--- src/design/v3alu_pkg.sv ---
package v3alu_pkg;

    // Width of every data port of the block.
    localparam int PORT_BITS = 32;
    localparam int OP_BITS = 3;

    localparam int DEF_WORD_BITS = 32;
    localparam int DEF_FRACTION_BITS = 16;

    typedef logic [OP_BITS-1:0] t_op;

    localparam t_op OP_ADD   = 3'd0;
    localparam t_op OP_SUB   = 3'd1;
    localparam t_op OP_SCALE = 3'd2;
    localparam t_op OP_DOT   = 3'd3;
    localparam t_op OP_CROSS = 3'd4;
    localparam t_op OP_MAG   = 3'd5;
    localparam t_op OP_UNIT  = 3'd6;

endpackage

--- src/design/v3alu_sqrt.sv ---
module v3alu_sqrt #(
    parameter int W = v3alu_pkg::DEF_WORD_BITS,
    parameter int SIDE_W = 8
) (
    input  logic              i_clk,
    input  logic              i_rst_n,
    input  logic              i_en,
    input  logic              i_valid,
    input  logic [2*W-1:0]    i_n,
    input  logic [SIDE_W-1:0] i_side,
    output logic              o_valid,
    output logic [W-1:0]      o_root,
    output logic [SIDE_W-1:0] o_side
);

    // One root bit per stage, most significant first.
    logic [W+1:0]      r_rem[W-1];
    logic [2*W-1:0]    r_n[W-1];
    logic [W-1:0]      r_root[W];
    logic [SIDE_W-1:0] r_side[W];
    logic [W-1:0]      r_v;

    for (genvar s = 0; s < W; s++) begin : g_stage
        logic [W+1:0]      c_prem;
        logic [W-1:0]      c_proot;
        logic [2*W-1:0]    c_nin;
        logic [SIDE_W-1:0] c_sin;
        logic              c_vin;
        logic [W+1:0]      c_sh;
        logic [W+1:0]      c_trial;
        logic              c_ge;

        if (s == 0) begin : g_first
            assign c_prem  = '0;
            assign c_proot = '0;
            assign c_nin   = i_n;
            assign c_sin   = i_side;
            assign c_vin   = i_valid;
        end else begin : g_next
            assign c_prem  = r_rem[s-1];
            assign c_proot = r_root[s-1];
            assign c_nin   = r_n[s-1];
            assign c_sin   = r_side[s-1];
            assign c_vin   = r_v[s-1];
        end

        assign c_sh    = {c_prem[W-1:0], c_nin[2*(W-1-s)+1 -: 2]};
        assign c_trial = {c_proot, 2'b01};
        assign c_ge    = (c_sh >= c_trial);

        always_ff @(posedge i_clk) begin
            if (!i_rst_n) begin
                r_v[s] <= 1'b0;
            end else if (i_en) begin
                r_v[s] <= c_vin;
            end
        end

        always_ff @(posedge i_clk) begin
            if (i_en) begin
                r_root[s] <= {c_proot[W-2:0], c_ge};
                r_side[s] <= c_sin;
            end
        end

        if (s < W-1) begin : g_carry
            always_ff @(posedge i_clk) begin
                if (i_en) begin
                    r_rem[s] <= c_ge ? (c_sh - c_trial) : c_sh;
                    r_n[s]   <= c_nin;
                end
            end
        end
    end

    assign o_valid = r_v[W-1];
    assign o_root  = r_root[W-1];
    assign o_side  = r_side[W-1];

endmodule

--- config.mk ---
export PLATFORM = sky130hd
export DESIGN_NAME = v3alu_sqrt
export DESIGN_NICKNAME = d
export VERILOG_FILES = /design/src/design/v3alu_pkg.sv /design/src/design/v3alu_sqrt.sv
export SDC_FILE = /design/constraint.sdc
export NUM_CORES = 2
export LEC_CHECK = 0
export ABC_AREA = 0
export BUFFER_PORTS_ARGS = -buffer_cell sky130_fd_sc_hd__buf_2
export CAP_MARGIN = 40
export CORE_UTILIZATION = 50
export CTS_CLUSTER_DIAMETER = 80
export DETAILED_ROUTE_END_ITERATION = 6
export HOLD_SLACK_MARGIN = 0.1
export PLACE_DENSITY = 0.66
export SLEW_MARGIN = 20
export SYNTH_ARGS = -nofsm -noshare
export SYNTH_HDL_FRONTEND = slang
export SYNTH_MEMORY_MAX_BITS = 65536
export SYNTH_SLANG_ARGS = --single-unit
--- constraint.sdc ---
create_clock -name i_clk -period 7 [get_ports i_clk]
set_input_delay 0 -clock i_clk [delete_from_list [all_inputs] [get_ports i_clk]]
set_output_delay 0 -clock i_clk [all_outputs]
set_load 0.01 [all_outputs]
== Yosys cells after proc, flatten, opt, wreduce, memory -nomap -nowiden ==
Memory sizes are Yosys's and may differ from the RTL's.
Index checks and enable logic that the tools add are counted.
W data, S select, Z words.

* Word-level logic and storage cells: 132
* Memories kept: 4
* Register bits: 32
* Bits of input ports: 76
* Bits in writable memories: 4318
* Output and inout bits: 41

* Multiplexer cells: 33
* $add $sub $neg: 31
* $lt $le $gt $ge: 32

{| class="wikitable"
|+ Memory list
! name !! words !! width !! rd ports !! clocked after memory_dff !! wr ports !! RTL line !! RTL
|-
| r_n || 31 || 64 || 31 || 0 || 31 || v3alu_sqrt.sv:18 || <nowiki>logic [2*W-1:0] r_n[W-1];</nowiki>
|-
| r_rem || 31 || 34 || 31 || 0 || 31 || v3alu_sqrt.sv:17 || <nowiki>logic [W+1:0] r_rem[W-1];</nowiki>
|-
| r_root || 32 || 32 || 32 || 0 || 32 || v3alu_sqrt.sv:19 || <nowiki>logic [W-1:0] r_root[W];</nowiki>
|-
| r_side || 32 || 8 || 32 || 0 || 32 || v3alu_sqrt.sv:20 || <nowiki>logic [SIDE_W-1:0] r_side[W];</nowiki>
|}

{| class="wikitable"
|+ Operators by type and width
! operator !! count
|-
| $ge A34 B34 Y1 || 31
|-
| $mux W34 || 31
|-
| $sub A34 B34 Y34 || 30
|-
| $sub A2 B1 Y3 const B || 1
|-
| $ge A2 B1 Y1 const B || 1
|-
| $mux W1 || 2
|}

== Longest topological paths before layout ==
An unclocked memory read counts as a cell.

* Word-level depth: 3
* Gate-level depth with buffers: 14
* Mapped depth without buffers: 12

== Least setup slack after synthesis ==
No wires, ideal clock.

* Kind: register to register
* Start: memory r_rem[28][0] in the netlist's numbering
* End: memory r_rem[29][10] in the netlist's numbering, data pin
* Library setup time: 0.260 ns
* Data required time: 6.740 ns
* Path buffers: 1
* Arrival: 2.943 ns
* Slack: 3.797 ns
* Cell stages (with the launch flop): 11
* Period minus slack after synthesis: 3.203 ns
* Cell sequence: edfxtp_1 > ha_1 > nor2b_1 > o31a_1 > o2111ai_1 > nand3_1 > a31o_2 > a221oi_1 > o311ai_1 > clkbuf_1 > mux2_2

{| class="wikitable"
|+ RTL lines
! element !! RTL line
|-
| start, declared || v3alu_sqrt.sv:17
|}

==> flow_summary_export.csv <==
group,metric,value,unit
route,drt-vias-per-instance,5.51,
route,wirelength,248000,um
logic_synthesis,synthTopCellsByArea,"edfxtp_1 (66%), ha_1 (5.7%), xor2_1 (2.8%)",
hold_path,hp-class,"primary input to flop",
logic_synthesis,syn_inst,9281,
cts,cts_hold_buf,151,
route,dr_total_vias,73200,
floorplanning,die_x,500,um
pwr,switching_share,27.7,%
pwr,p_clk_share,33.3,%
floorplanning,dieArea,250000,sq um
floorplanning,num_io_pins,117,
sta,hold_viol,0,
logic_synthesis,ys_types,103,
cts,cts_resized,0,
placed_design,port_buffers,116,
sta,period_needed,4.31,ns
logic_synthesis,ys_top_cells_by_count,"edfxtp_1 (2721), inv_1 (698), nand2_1 (657)",
logic_synthesis,netlist.area_leader.share,65.9,%
sta,finalSetupViolCount,0,
floorplanning,core_area,246000,sq um
route,drt_iter0_drc,5293,
cells_and_area,final_util,56.9,%
cts,clock-sinks,2753,
logic_synthesis,avgSynthCellArea,13.4,sq um
pwr,p_int,33.8,mW
floorplanning,initial_utilization,50.4,%
worst_setup_path,worstSetupStartpointType,"flop",
worst_setup_path,slowest_stage,"o31ai_4",
cells_and_area,synthToLayoutAreaGrowth,13.0,%
route,drcViolationCount,0,
cells_and_area,finalNonFillerCells,13300,
worst_setup_path,max_stage_delay,0.66,ns
logic_synthesis,ys_seq_elements,2753,
worst_setup_path,cp_cell_sequence,"ha_1 > nor2b_1 > o31a_1 > nor3_1 > o31ai_1 > a41oi_1 > o31ai_4 > buf_4 > nor4b_1 > o21ai_0 > xnor2_1",
placed_design,dp_cells,12600,
grt,grt.overflow.total,0,
grt,gr-usage-all-layers,19.6,%
route,drtPass1Iterations,6,
worst_setup_path,critPathKind,"flop to flop",
placed_design,place_area,129000,sq um
cells_and_area,finalInstanceArea,140000,sq um
logic_synthesis,synth_top_area_cell,"edfxtp_1",
sta,finalSetupTns,0,ns
cts,clock-root-buffer,"clkbuf_16",
worst_setup_path,crit_fanout,23,
grt,grt_pass1_vias,72700,
run_status,status,"finished, final reports clean",
pwr,power_density,334,nW/um^2
sta,drv_slew,0,
placed_design,dp_hpwl,175000,um
placed_design,place_congestion,0.906,
worst_setup_path,crit_family,"compound AO/OA/AOI/OAI gates",
pwr,leakage,52.9,nW
logic_synthesis,async_reset_ff_share,0,%
logic_synthesis,seq_area_frac_synth,66.4,%
logic_synthesis,syn_nets,9918,
logic_synthesis,synth_ff_type,"edfxtp_1",
grt,antenna_found_initial,4,
grt,grt_max_degree,182,
cts,insertion_delay,0.93,ns
grt,grt_pass1_wl,393000,um
sta,fin_skew,0.0774,ns
sta,tightest_slew,1.16,ns
pwr,p_sw,12.9,mW
sta,fin_crit_sh,61.6,%
cts,h-tree-depth,5,
floorplanning,std_cell_rows,182,
cells_and_area,drive_above_1_share,8.00,%
cts,cts_setup_buffers,0,
sta,max_slew_margin,22.4,%
cts,clockBufferDepth,4,
cells_and_area,final_nets,10400,
sta,rsz0062_at_grt,"no",
logic_synthesis,yosysMostFrequentCell,"edfxtp_1",
cts,cts_made_buffers,310,
logic_synthesis,synth_edf_count,2721,
route,drtAntennaViolNets,0,
worst_setup_path,critical_path_required,7.61,ns
floorplanning,die_y,500,um
route,wl_per_cell,18.7,um
worst_setup_path,endpoint_kind,"flop",
cts,clk_pin_slew,0.06,ns
logic_synthesis,yosys_warnings,0,
pwr,worst_ir_drop_vdd,0.269,mV
worst_setup_path,arrival,4.92,ns
pwr,p_seq_share,47.2,%
logic_synthesis,synth_area,124000,sq um
cts,cts_tree,"yes",
worst_setup_path,crit_buf_inv,1,
job,cap_violations,0,
sta,max_freq,232,MHz
pwr,combPwrFrac,19.5,%
sta,whs,0.192,ns
==> stage by stage <==
stage	power (mW)	setup WS, ns
3_5_place_dp	31.4	2.71
6_report	46.8	2.69
2_1_floorplan	28.5	3.80
5_1_grt	49.0	2.36
3_3_place_gp	31.2	2.85
4_1_cts	47.2	2.66
==> worst reg2reg max path, cell delays in order (launching register included) <==
cell	delay, ns
edfxtp_1	0.41
ha_1	0.41
nor2b_1	0.20
o31a_1	0.21
nor3_1	0.10
o31ai_1	0.49
a41oi_1	0.43
o31ai_4	0.66
buf_4	0.39
nor4b_1	0.39
o21ai_0	0.20
xnor2_1	0.16
==> layout by cell type (no fill, tap or decap), types with 140 or more instances in the layout <==
| master | n |
|---|---|
| nor2_1 | 535 |
| nor3_1 | 206 |
| inv_1 | 698 |
| edfxtp_1 | 2721 |
| xnor2_1 | 386 |
| a21o_1 | 226 |
| xor2_1 | 397 |
| a21oi_1 | 535 |
| nand3_1 | 140 |
| dlygate4sd3_1 | 151 |
| o21ai_0 | 520 |
| ha_1 | 561 |
| clkbuf_16 | 314 |
| nand2_1 | 657 |
==> metal layers <==
metal,routed length [um],part of all wire (%),GRT usage [%]
met5,0,0,0
met4,8480,3.4,6.91
met3,9620,3.9,2.53
met2,123000,50,34.1
met1,107000,43,25.2
==> registers in the layout, summed over array words and instances, names as in the netlist <==
signal	count
r_n	992
r_rem	945
g_stage.c_vin	31
r_root	528
r_side	256
o_valid	1
==> final cells by class <==
cell class | count | area (sq um)
antenna | 1 | 2.50
clock buffer | 367 | 8080
clock inverter | 174 | 1700
fill | 19600 | 106000
inverter | 701 | 2630
multi-input combinational | 5643 | 38300
sequential | 2753 | 82300
tap | 3312 | 4140
timing repair buffer | 337 | 2860
==> power groups by stage <==
stage	Clock [mW]	Combinational [mW]	Sequential, mW
after floorplan	0	6.73	21.7
after global placement	0	8.80	22.4
after detailed placement	0	8.96	22.4
after CTS	16.0	9.07	22.1
after global routing	16.6	10.2	22.3
final	15.6	9.11	22.1
==> cell families (layout without fill, tap and decap cells) <==
kind of cell | after synthesis | count (layout) | synth area share [%]
AOI/OAI and AO/OA | 1869 | 1869 | 9.44
xor gates and xnor gates | 783 | 783 | 5.53
adders and majority gates | 561 | 561 | 5.66
buffers and inverters | 885 | 1579 | 2.75
DFF | 2753 | 2753 | 66.4
muxes | 113 | 113 | 0.988
other | 1 | 2 | 0.00302
and+or+nand+nor | 2316 | 2316 | 9.20
==> path summary, 6_finish.rpt <==
kind,from,to,slack [ns],depth (start not counted)
worst min register to register,r_n[2][86],r_n[2][150],0.39,0
worst min-delay path,i_en,r_n[0][99],0.19,2
worst max-delay path,r_rem[18][0],r_rem[19][24],2.69,11
worst max register to register,r_rem[18][0],r_rem[19][24],2.69,11
Note: power is estimated with default switching activity, not from simulation.
